## src/sv/sscf_pkg.sv

```systemverilog
// Shared types, constants and helpers for the case-folding substring search.
// Used by sscf_cell, sscf_chain and substring_search_casefold; no dependencies.
package sscf_pkg;

    // Longest pattern the cell row can hold, and the register layout.
    localparam int unsigned PATTERN_MAX = 32;
    localparam int unsigned PAT_WORDS   = 4;
    localparam int unsigned WORD_BYTES  = 8;
    localparam int unsigned LEN_W       = 6;
    localparam int unsigned POS_W       = 32;
    localparam int unsigned CFG_IDX_W   = 3;
    localparam int unsigned CFG_DATA_W  = 64;

    // Configuration register indexes.
    localparam logic [CFG_IDX_W-1:0] REG_PATTERN_LEN    = 3'd0;
    localparam logic [CFG_IDX_W-1:0] REG_CASE_SENSITIVE = 3'd1;
    localparam logic [CFG_IDX_W-1:0] REG_PATTERN_WORD_0 = 3'd2;
    localparam logic [CFG_IDX_W-1:0] REG_PATTERN_WORD_1 = 3'd3;
    localparam logic [CFG_IDX_W-1:0] REG_PATTERN_WORD_2 = 3'd4;
    localparam logic [CFG_IDX_W-1:0] REG_PATTERN_WORD_3 = 3'd5;

    // ASCII folding bounds.
    localparam logic [7:0] ASCII_UPPER_A = 8'h41;
    localparam logic [7:0] ASCII_UPPER_Z = 8'h5A;
    localparam logic [7:0] ASCII_CASE_OFFSET = 8'd32;

    // Control common to every cell of the row.
    typedef struct packed {
        logic advance;   // a text byte is accepted this cycle
        logic clear;     // the accepted byte ends the text
        logic usable;    // pattern length is within 1..PATTERN_MAX
        logic fold_en;   // fold ASCII A-Z to lower case
    } cell_ctrl_t;

    // Per-cell position information relative to the pattern length.
    typedef struct packed {
        logic active;    // cell index is below the pattern length
        logic tail;      // cell index is the last pattern byte
    } cell_lane_t;

    // Folds an upper-case ASCII letter to lower case when enabled.
    function automatic logic [7:0] fold_byte(input logic [7:0] c, input logic fold_en);
        logic [7:0] r;
        r = c;
        if (fold_en && c >= ASCII_UPPER_A && c <= ASCII_UPPER_Z)
        begin
            r = c + ASCII_CASE_OFFSET;
        end
        return r;
    endfunction

endpackage

```

## src/sv/sscf_cell.sv

```systemverilog
// One position of the bit-parallel match vector: compares a pattern byte.
// Depends on sscf_pkg for the control structs and the folding function.
module sscf_cell (
    input  logic                clk,
    input  logic                rst_n,
    input  sscf_pkg::cell_ctrl_t ctrl,
    input  sscf_pkg::cell_lane_t lane,
    input  logic [7:0]          pattern_byte,
    input  logic [7:0]          text_folded,
    input  logic                prev_bit,
    output logic                match_bit,
    output logic                hit
);

    logic partial_reg;
    logic partial_next;
    logic byte_eq;

    // Pattern bytes 0..j match the text bytes ending at the current byte.
    always_comb
    begin
        byte_eq      = (sscf_pkg::fold_byte(pattern_byte, ctrl.fold_en) == text_folded);
        partial_next = ctrl.usable & lane.active & prev_bit & byte_eq;
        hit          = ctrl.advance & lane.tail & partial_next;
    end

    // The bit is cleared once the text ends.
    always_ff @(posedge clk or negedge rst_n)
    begin
        if (!rst_n)
        begin
            partial_reg <= 1'b0;
        end
        else if (ctrl.advance)
        begin
            partial_reg <= ctrl.clear ? 1'b0 : partial_next;
        end
    end

    assign match_bit = partial_reg;

endmodule

```

## src/sv/sscf_chain.sv

```systemverilog
// Row of PATTERN_MAX match cells; each cell above cell 0 is fed by its lower neighbor's bit.
// Depends on sscf_pkg and sscf_cell.
module sscf_chain (
    input  logic                clk,
    input  logic                rst_n,
    input  sscf_pkg::cell_ctrl_t ctrl,
    input  logic [sscf_pkg::LEN_W-1:0] pattern_len,
    input  logic [sscf_pkg::PAT_WORDS*sscf_pkg::CFG_DATA_W-1:0] pattern_bits,
    input  logic [7:0]          text_folded,
    output logic                hit,
    output logic                vector_zero
);

    logic [sscf_pkg::PATTERN_MAX-1:0] match_vec;
    logic [sscf_pkg::PATTERN_MAX-1:0] hit_vec;

    for (genvar j = 0; j < sscf_pkg::PATTERN_MAX; j++)
    begin : g_cell
        sscf_pkg::cell_lane_t lane;
        logic                 prev_bit;

        // Lane flags come from comparing the cell index with the length.
        always_comb
        begin
            lane.active = (sscf_pkg::LEN_W'(j) < pattern_len);
            lane.tail   = (sscf_pkg::LEN_W'(j + 1) == pattern_len);
        end

        if (j == 0)
        begin : g_head
            assign prev_bit = 1'b1;
        end
        else
        begin : g_link
            assign prev_bit = match_vec[j-1];
        end

        sscf_cell u_cell (
            .clk          (clk),
            .rst_n        (rst_n),
            .ctrl         (ctrl),
            .lane         (lane),
            .pattern_byte (pattern_bits[j*8 +: 8]),
            .text_folded  (text_folded),
            .prev_bit     (prev_bit),
            .match_bit    (match_vec[j]),
            .hit          (hit_vec[j])
        );
    end

    // At most one cell is the tail, so an OR gives the hit.
    assign hit         = |hit_vec;
    assign vector_zero = (match_vec == '0);

endmodule

```

## src/sv/substring_search_casefold.sv

```systemverilog
// Top level of the streaming substring search with ASCII case folding.
// Depends on sscf_pkg and sscf_chain (which holds the sscf_cell row).
//
// Usage:
//   Configuration is written through cfg_write/cfg_index/cfg_data while the
//   block is idle: index 0 pattern length, 1 case-sensitive flag, 2..5 the
//   pattern words, lowest byte index in the low bits. Other indexes are ignored.
//   Text bytes arrive on the input channel (in_valid, in_stall, text_byte,
//   last_byte), one transaction per byte; last_byte marks the end of a text.
//   The last byte of each text yields one transaction on the output channel
//   (out_valid, out_stall, match_found, match_offset); other bytes yield none.
//   Throughput is one byte per cycle while in_stall is low: every cell of the
//   match row updates in the cycle that the byte is accepted. The result is
//   registered and shows in the cycle after the last byte is accepted.
//   While a result waits under out_stall, in_stall is raised; otherwise bytes
//   keep flowing even as a result is taken in the same cycle.
//   Reset sets pattern length 1, clears the other config registers, out_valid
//   and the per-text state; per-text state is also cleared after every last byte.
module substring_search_casefold (
    input  logic                                clk,
    input  logic                                rst_n,
    input  logic                                cfg_write,
    input  logic [sscf_pkg::CFG_IDX_W-1:0]      cfg_index,
    input  logic [sscf_pkg::CFG_DATA_W-1:0]     cfg_data,
    input  logic                                in_valid,
    output logic                                in_stall,
    input  logic [7:0]                          text_byte,
    input  logic                                last_byte,
    output logic                                out_valid,
    input  logic                                out_stall,
    output logic                                match_found,
    output logic [sscf_pkg::POS_W-1:0]          match_offset
);

    localparam int unsigned PAT_BITS = sscf_pkg::PAT_WORDS * sscf_pkg::CFG_DATA_W;

    // Configuration registers.
    logic [sscf_pkg::LEN_W-1:0]      pattern_len_reg;
    logic                            case_sensitive_reg;
    logic [PAT_BITS-1:0]             pattern_reg;

    // Per-text state.
    logic [sscf_pkg::POS_W-1:0]      position_reg;
    logic [sscf_pkg::POS_W-1:0]      position_next;
    logic                            found_reg;
    logic [sscf_pkg::POS_W-1:0]      first_offset_reg;

    // Output stage.
    logic                            out_valid_reg;
    logic                            match_found_reg;
    logic [sscf_pkg::POS_W-1:0]      match_offset_reg;

    logic                            in_accept;
    logic                            out_accept;
    sscf_pkg::cell_ctrl_t            ctrl;
    logic [7:0]                      text_folded;
    logic                            hit;
    logic                            vector_zero;
    logic [sscf_pkg::POS_W-1:0]      start_offset;
    logic                            found_final;
    logic [sscf_pkg::POS_W-1:0]      offset_final;

    // Handshake: a waiting result blocks new bytes only while it is stalled.
    assign in_stall   = out_valid_reg & out_stall;
    assign in_accept  = in_valid & ~in_stall;
    assign out_accept = out_valid_reg & ~out_stall;

    // Configuration writes.
    always_ff @(posedge clk or negedge rst_n)
    begin
        if (!rst_n)
        begin
            pattern_len_reg    <= sscf_pkg::LEN_W'(1);
            case_sensitive_reg <= 1'b0;
            pattern_reg        <= '0;
        end
        else if (cfg_write)
        begin
            unique case (cfg_index)
                sscf_pkg::REG_PATTERN_LEN:
                    pattern_len_reg <= cfg_data[sscf_pkg::LEN_W-1:0];
                sscf_pkg::REG_CASE_SENSITIVE:
                    case_sensitive_reg <= cfg_data[0];
                sscf_pkg::REG_PATTERN_WORD_0:
                    pattern_reg[0*sscf_pkg::CFG_DATA_W +: sscf_pkg::CFG_DATA_W] <= cfg_data;
                sscf_pkg::REG_PATTERN_WORD_1:
                    pattern_reg[1*sscf_pkg::CFG_DATA_W +: sscf_pkg::CFG_DATA_W] <= cfg_data;
                sscf_pkg::REG_PATTERN_WORD_2:
                    pattern_reg[2*sscf_pkg::CFG_DATA_W +: sscf_pkg::CFG_DATA_W] <= cfg_data;
                sscf_pkg::REG_PATTERN_WORD_3:
                    pattern_reg[3*sscf_pkg::CFG_DATA_W +: sscf_pkg::CFG_DATA_W] <= cfg_data;
                default:
                begin
                end
            endcase
        end
    end

    // Control shared by the cell row.
    always_comb
    begin
        ctrl.advance = in_accept;
        ctrl.clear   = last_byte;
        ctrl.usable  = (pattern_len_reg != '0) &&
                       (pattern_len_reg <= sscf_pkg::LEN_W'(sscf_pkg::PATTERN_MAX));
        ctrl.fold_en = ~case_sensitive_reg;
        text_folded  = sscf_pkg::fold_byte(text_byte, ~case_sensitive_reg);
    end

    sscf_chain u_chain (
        .clk          (clk),
        .rst_n        (rst_n),
        .ctrl         (ctrl),
        .pattern_len  (pattern_len_reg),
        .pattern_bits (pattern_reg),
        .text_folded  (text_folded),
        .hit          (hit),
        .vector_zero  (vector_zero)
    );

    // Start of a match ending at the current byte, and the text result.
    always_comb
    begin
        start_offset  = position_reg -
                        {{(sscf_pkg::POS_W-sscf_pkg::LEN_W){1'b0}},
                         pattern_len_reg - sscf_pkg::LEN_W'(1)};
        position_next = (position_reg == '1) ? position_reg
                                             : position_reg + sscf_pkg::POS_W'(1);
        found_final   = found_reg | hit;
        if (found_reg)
        begin
            offset_final = first_offset_reg;
        end
        else if (hit)
        begin
            offset_final = start_offset;
        end
        else
        begin
            offset_final = '0;
        end
    end

    // Position counter and first-match tracking; cleared after each text.
    always_ff @(posedge clk or negedge rst_n)
    begin
        if (!rst_n)
        begin
            position_reg     <= '0;
            found_reg        <= 1'b0;
            first_offset_reg <= '0;
        end
        else if (in_accept)
        begin
            if (last_byte)
            begin
                position_reg     <= '0;
                found_reg        <= 1'b0;
                first_offset_reg <= '0;
            end
            else
            begin
                position_reg     <= position_next;
                found_reg        <= found_final;
                first_offset_reg <= offset_final;
            end
        end
    end

    // Output valid flag.
    always_ff @(posedge clk or negedge rst_n)
    begin
        if (!rst_n)
        begin
            out_valid_reg <= 1'b0;
        end
        else if (in_accept && last_byte)
        begin
            out_valid_reg <= 1'b1;
        end
        else if (out_accept)
        begin
            out_valid_reg <= 1'b0;
        end
    end

    // Output payload, loaded with the result of the last byte.
    always_ff @(posedge clk)
    begin
        if (in_accept && last_byte)
        begin
            match_found_reg  <= found_final;
            match_offset_reg <= offset_final;
        end
    end

    assign out_valid    = out_valid_reg;
    assign match_found  = match_found_reg;
    assign match_offset = match_offset_reg;

    // A result appears only after an accepted last byte.
    a_result_from_last: assert property (@(posedge clk) disable iff (!rst_n)
        $rose(out_valid_reg) |-> $past(in_accept && last_byte))
        else $error("result raised without a last byte");

    // Per-text state is clear after a text ends.
    a_clear_after_last: assert property (@(posedge clk) disable iff (!rst_n)
        (in_accept && last_byte) |=> (position_reg == '0 && !found_reg && vector_zero))
        else $error("per-text state not cleared after last byte");

    // A result without a match reports offset zero.
    a_offset_zero: assert property (@(posedge clk) disable iff (!rst_n)
        (out_valid_reg && !match_found_reg) |-> (match_offset_reg == '0))
        else $error("nonzero offset without a match");

    // A recorded match implies at least one byte of the text was consumed.
    a_found_needs_bytes: assert property (@(posedge clk) disable iff (!rst_n)
        found_reg |-> (position_reg != '0))
        else $error("match recorded before any byte");

endmodule
```

## config.mk

```make
export PLATFORM = sky130hd
export DESIGN_NAME = substring_search_casefold
export DESIGN_NICKNAME = d
export VERILOG_FILES = /design/src/sv/sscf_pkg.sv /design/src/sv/sscf_cell.sv /design/src/sv/sscf_chain.sv /design/src/sv/substring_search_casefold.sv
export SDC_FILE = /design/constraint.sdc
export NUM_CORES = 1
export LEC_CHECK = 0
export BUFFER_PORTS_ARGS = -buffer_cell sky130_fd_sc_hd__buf_4
export CAP_MARGIN = 40
export CORE_MARGIN = 2
export CORE_UTILIZATION = 45
export DETAILED_ROUTE_END_ITERATION = 8
export GPL_TIMING_DRIVEN = 0
export PLACE_DENSITY = 0.69
export SETUP_SLACK_MARGIN = 0.3
export SYNTH_ARGS = -nofsm -noshare
export SYNTH_HDL_FRONTEND = slang
export SYNTH_SLANG_ARGS = --single-unit
```

## constraint.sdc

```tcl
create_clock -name clk -period 6.75 [get_ports clk]
set_input_delay 0.675 -clock clk [delete_from_list [all_inputs] [get_ports clk]]
set_output_delay 0.675 -clock clk [all_outputs]
set_load 0.02 [all_outputs]
```

==> impl_metrics.py, run 1 <==
metrics = {
    "finish": {
        "fill_cells": 4589,
        "nets": 2631,
        "multi_input_area_sq_um": 12500,
        "antenna_cells": 0,
        "fin_cells": 3221,
        "stdcell_area_sq_um": 26800,
        "register_area_sq_um": 10000,
        "final_layout_size_suffix_gt1_frac": 0.195,
        "fin_util": 0.524,
        "area_delta_synth_final_pct": 15.3,
        "largest_reg_flops": 256,
    },
    "floorplan": {
        "die_y_um": 231,
        "core_sq_um": 51200,
        "io_pins": 116,
        "die-area_sq_um": 53600,
        "start_util": 0.455,
        "rows": 83,
        "die_w_um": 231,
    },
    "place": {
        "gp_congestion": 1.05,
        "postPlaceCellArea_sq_um": 25300,
        "hpwlAfterDp_mm": 62.7,
        "dp_cells": 3136,
        "dp_slack_ns": 1.74,
        "port-buffer-count": 107,
    },
    "sta": {
        "finClkSkew_ns": 0.0210,
        "rsz0062_at_grt": "false",
        "fmax_mhz": 193,
        "fin_crit_ns": 5.19,
        "timing.final.crit_share": 0.769,
        "slew_headroom": 0.307,
        "tightest_slew_ns": 1.04,
        "fin_setup_tns_ns": 0,
        "setup_violations": 0,
        "hold_ws_ns": 0.0707,
        "hold_violations": 0,
        "setup_ws_ns": 1.56,
        "drv_slew": 0,
    },
    "synthesis": {
        "netlist_top_cells_count": "359 x dfrtp_1, 230 x mux2_2, 190 x xnor2_1",
        "ys_ff_latch": 393,
        "synth_top_cell_area_share": 0.386,
        "async_flop_share": 0.916,
        "synth_cell_types": 72,
        "synth.avg_cell_area_sq_um": 10.0,
        "synthFlopType": "dfrtp_1",
        "yosys.area.top_type": "dfrtp_1",
        "synth.net_count": 2450,
        "syn_inst": 2323,
        "yosys_warnings": 0,
        "syn-cell-area_sq_um": 23300,
        "synth.most_common_cell": "dfrtp_1",
        "yosysSeqAreaShare": 0.430,
        "netlist_top_cells_area": "dfrtp_1 39%, mux2_2 11%, xnor2_1 7.1%, edfxtp_1 4.3%, xor2_1 4.1%",
        "synth_edf_count": 33,
    },
    "drt": {
        "drtIter0Drc": 2039,
        "avgViaCountPerCell": 6.28,
        "wl_mm": 83.8,
        "first_pass_iters": 5,
        "drc": 0,
        "ant_nets": 0,
        "wl_per_cell_um": 26.0,
        "vias": 20200,
    },
    "power": {
        "max-vdd-ir-drop_uv": 240,
        "finalPower_mw": 7.93,
        "powerDensity_nw_per_um2": 296,
        "clkPwrFrac": 0.318,
        "netSwitchingFraction": 0.352,
        "p_switching_mw": 2.79,
        "p_seq_frac": 0.404,
        "pwr-share-comb": 0.278,
        "p_leak_nw": 11.0,
        "p_int_mw": 5.14,
    },
    "critical_path": {
        "crit_path_cell_trace": "inv_1 > ha_1 > clkbuf_1 > nor2b_1 > nor2_1 > ha_1 > nor2b_1 > o21ai_0 > a21boi_0 > o21ai_0 > nand4_1 > nor4b_1 > xnor2_1 > nand2_1 > a21boi_0",
        "max_stage_delay_ns": 0.65,
        "setup.worst_path.class": "register to register",
        "worstPathArrival_ns": 5.62,
        "critical_path.top_delay_family": "simple AND/OR/NAND/NOR gates",
        "timing.critical_path.slowest_stage_cell": "o21ai_0",
        "endpoint_kind": "register",
        "cp.buffers_inverters": 2,
        "cp_max_fo": 10,
        "worst_ep_required_time_ns": 7.18,
        "crit_path_start_kind": "register",
    },
    "cts": {
        "cts_tree": "built",
        "numCtsBuffers": 46,
        "cts_hold_buf": 0,
        "path_clk_slew_ns": 0.06,
        "clock_path_buffers": 3,
        "root_buffer": "clkbuf_16",
        "cts_setup_buffers": 0,
        "cts_resized": 0,
        "h-tree-depth": 2,
        "cts_sinks": 393,
        "insertion_delay_ns": 0.60,
    },
    "run": {
        "drv_cap": 0,
    },
    "status": {
        "status": "complete, no violations",
    },
    "global_routing": {
        "grt_max_degree": 111,
        "grt_overflow": 0,
        "grt_pass1_vias": 20000,
        "grt_use_total": 0.312,
        "antenna_found_initial": 0,
        "grt_pass1_wl_mm": 125,
    },
    "min_path": {
        "hold_path_class": "primary input to async pin",
    },
}
-- cells by family (layout without fill, tap and decap cells) --
kind of cell | count (synthesis) | in the layout | share of synthesized area
and+or+nand+nor | 778 | 778 | 0.170
buffers and inverters | 198 | 416 | 0.0355
DFF | 393 | 393 | 0.430
adders and majority gates | 46 | 46 | 0.0251
muxes | 232 | 232 | 0.112
AOI/OAI and AO/OA | 377 | 377 | 0.116
xor gates and xnor gates | 299 | 299 | 0.113
-- power groups by stage --
stage	sequential (mW)	clock, mW	combinational (mW)
floorplan	3.11	0	1.48
global placement	3.19	0	2.05
detailed placement	3.22	0	2.15
CTS	3.19	2.55	2.16
global route	3.25	2.65	2.37
finish	3.20	2.52	2.20
-- cell type report --
| class | instances | share of cell area |
|---|---|---|
| clock buffers | 66 | 0.0491 |
| inverters | 78 | 0.0109 |
| clock inverters | 19 | 0.00765 |
| flip-flops and latches | 393 | 0.373 |
| plain buffers | 120 | 0.0200 |
| well taps | 680 | 0.0317 |
| multi-input cells | 1732 | 0.464 |
| repair buffers | 133 | 0.0436 |
-- layer usage --
| metal | vias up | wire length, um | track usage |
|---|---|---|---|
| met2 | 1002 | 38300 | 0.499 |
| met4 | 0 | 4670 | 0.155 |
| met1 | 10100 | 33600 | 0.406 |
| met3 | 255 | 7150 | 0.0577 |
| li1 | 8820 | - | - |
| met5 | - | 0 | 0 |
-- placed cells by master (no fill, tap or decap), drive strengths merged, types with 21 or more instances in the layout --
master	count
nand3	76
nand2	188
a31oi	59
mux2	230
xnor2	190
xor2	109
edfxtp	33
ha	45
and2	32
nor4	38
dfrtp	359
a21oi	45
nand4	101
o21ai	67
nor3	104
buf	171
inv	80
a31o	21
a32o	28
nor2	129
a41oi	28
a21o	30
clkbuf	147
-- final timing paths --
| check | slack, ns | from | endpoint | cells past startpoint |
|---|---|---|---|---|
| min in group clk | 0.34 | cfg_data[23] | pattern_reg[23]$_DFFE_PN0P_ | 3 |
| worst max-delay path | 1.56 | pattern_len_reg[1]$_DFFE_PN0P_ | match_offset[30]$_DFFE_PP_ | 15 |
| worst max register to register | 1.56 | pattern_len_reg[1]$_DFFE_PN0P_ | match_offset[30]$_DFFE_PP_ | 15 |
| worst min register to register | 0.47 | u_chain.g_cell[24].u_cell.match_bit$_DFFE_PN0P_ | u_chain.g_cell[24].u_cell.match_bit$_DFFE_PN0P_ | 2 |
| worst min-delay path | 0.07 | rst_n | pattern_reg[185]$_DFFE_PN0P_ | 1 |
| max in group asynchronous | 5.37 | rst_n | first_offset_reg[7]$_DFFE_PN0P_ | 3 |
(Power assumes the default switching activity.)
==> run 2: changes to the inputs <==
- clock period: 6.75 -> 4.85 ns (I/O delays scaled with it)
==> impl_metrics.py, run 2 (synthesis gave the netlist of run 1 again) <==
metrics = {
    "status": {
        "status": "complete, no violations",
    },
    "drt": {
        "ant_nets": 0,
        "drc": 0,
        "wl_per_cell_um": 26.0,
        "drtIter0Drc": 2079,
        "avgViaCountPerCell": 6.26,
        "wl_mm": 83.8,
        "vias": 20200,
        "first_pass_iters": 7,
    },
    "finish": {
        "antenna_cells": 0,
        "final_layout_size_suffix_gt1_frac": 0.200,
        "fill_cells": 4581,
        "area_delta_synth_final_pct": 15.6,
        "fin_util": 0.526,
        "nets": 2635,
        "stdcell_area_sq_um": 26900,
        "fin_cells": 3225,
        "final_common_cell": "dfrtp_1",
        "largest_reg_flops": 256,
        "final_cell_mix": "359 x dfrtp_1, 230 x mux2_2, 190 x xnor2_1",
    },
    "power": {
        "max-vdd-ir-drop_uv": 334,
        "p_leak_nw": 11.0,
        "powerDensity_nw_per_um2": 411,
        "p_switching_mw": 3.89,
        "netSwitchingFraction": 0.352,
        "p_seq_frac": 0.403,
        "clkPwrFrac": 0.318,
        "pwr-share-comb": 0.279,
        "p_int_mw": 7.17,
    },
    "cts": {
        "insertion_delay_ns": 0.60,
        "numCtsBuffers": 46,
        "path_clk_slew_ns": 0.06,
        "cts_tree": "built",
        "h-tree-depth": 2,
        "clock_path_buffers": 3,
        "cts_sinks": 393,
        "root_buffer": "clkbuf_16",
    },
    "min_path": {
        "hold_path_class": "primary input to register",
    },
    "place": {
        "gp_congestion": 1.05,
        "dp_cells": 3136,
        "postPlaceCellArea_sq_um": 25300,
        "hpwlAfterDp_mm": 62.7,
        "port-buffer-count": 107,
    },
    "sta": {
        "fmax_mhz": 226,
        "fin_crit_ns": 4.43,
        "rsz0062_at_grt": "false",
        "timing.final.crit_share": 0.912,
        "tightest_slew_ns": 1.03,
        "slew_headroom": 0.315,
        "finClkSkew_ns": 0.0216,
        "drv_slew": 0,
        "setup_violations": 0,
        "hold_violations": 0,
        "fin_setup_tns_ns": 0,
    },
    "floorplan": {
        "rows": 83,
        "die-area_sq_um": 53600,
        "die_w_um": 231,
        "core_sq_um": 51200,
        "die_y_um": 231,
        "io_pins": 116,
        "start_util": 0.455,
    },
    "global_routing": {
        "grt_use_total": 0.312,
        "grt_pass1_wl_mm": 125,
        "antenna_found_initial": 0,
        "grt_pass1_vias": 20000,
        "grt_overflow": 0,
        "grt_max_degree": 111,
    },
    "critical_path": {
        "cp_max_fo": 10,
        "endpoint_kind": "register",
        "worstPathArrival_ns": 4.76,
        "crit_path_cell_trace": "clkbuf_2 > buf_6 > buf_1 > buf_8 > a21oi_1 > a41oi_1 > xnor2_1 > nand4_1 > o2111ai_1 > a2111oi_1 > nand4_1 > buf_4 > buf_4 > buf_6 > a31o_1",
        "timing.critical_path.slowest_stage_cell": "dfrtp_1",
        "crit_path_start_kind": "register",
        "max_stage_delay_ns": 0.65,
        "setup.worst_path.class": "register to register",
        "worst_ep_required_time_ns": 5.18,
    },
    "run": {
        "drv_cap": 0,
    },
}
run 2: cell types whose count changed in the layout (fill, tap and decap cells not counted), sizes merged:
cell,previous run,this run
dlygate4sd3,0,1
buf,171,174
run 2: timing repair:
action	4_1_cts	5_1_grt
resized for setup	7	9
endpoints found under the hold margin	90	0
endpoints found under the setup margin	60	64
pin swaps	0	3
setup buffers	0	3
hold buffers	1	0
run 2: final cells by class:
cell class | instances | area [sq um] | share of cell area
Clock buffer | 66 | 1320 | 0.0489
Multi-Input combinational cell | 1732 | 12500 | 0.465
Inverter | 78 | 293 | 0.0109
Tap cell | 680 | 851 | 0.0316
Clock inverter | 19 | 205 | 0.00763
Sequential cell | 393 | 10000 | 0.372
Buffer | 120 | 539 | 0.0200
Timing Repair Buffer | 137 | 1200 | 0.0447
run 2: worst paths after layout:
check                      cells after the start  slack, ns                                            start                                         endpoint
hold reg to reg                                2       0.48  u_chain.g_cell[24].u_cell.match_bit$_DFFE_PN0P_  u_chain.g_cell[24].u_cell.match_bit$_DFFE_PN0P_
setup / recovery                              15       0.42                   case_sensitive_reg$_DFFE_PN0P_                       match_offset[22]$_DFFE_PP_
min in group asynchronous                      2       0.46                                            rst_n                     pattern_reg[185]$_DFFE_PN0P_
setup reg to reg                              15       0.42                   case_sensitive_reg$_DFFE_PN0P_                       match_offset[22]$_DFFE_PP_
hold / removal                                 3       0.15                                     cfg_data[23]                      pattern_reg[23]$_DFFE_PN0P_
max in group asynchronous                      4       3.08                                            rst_n                  first_offset_reg[8]$_DFFE_PN0P_
run 2: metal layers:
layer / GRT usage / wire, um / vias to the layer above
met5: 0 / 0 / -
li1: - / - / 8822
met2: 0.500 / 38300 / 955
met1: 0.406 / 33700 / 10200
met4: 0.154 / 4680 / 0
met3: 0.0572 / 7080 / 241
run 2: metrics by stage:
stage               setup slack, ns  total power [mW]  hold slack (ns)
CTS                           0.291              11.0            0.129
floorplan                      1.21              6.38            0.189
detailed placement           -0.156              7.47            0.466
finish                        0.424              11.1            0.145
global route                  0.298              11.5            0.150
global placement             -0.598              7.29            0.457
run 2: power by group through the flow:
stage / combinational [mW] / sequential, mW / clock (mW)
3_3_place_gp: 2.85 / 4.44 / 0
6_report: 3.08 / 4.46 / 3.52
5_1_grt: 3.31 / 4.53 / 3.69
3_5_place_dp: 2.99 / 4.49 / 0
2_1_floorplan: 2.06 / 4.32 / 0
4_1_cts: 3.02 / 4.43 / 3.55
run 2: worst max-delay path: cells and delay by family (launching register included):
kind	cells	cell delay (ns)
buffers and inverters	7	1.81
AOI/OAI and AO/OA	5	1.26
DFF	1	0.65
and+or+nand+nor	2	0.31
xor gates and xnor gates	1	0.14
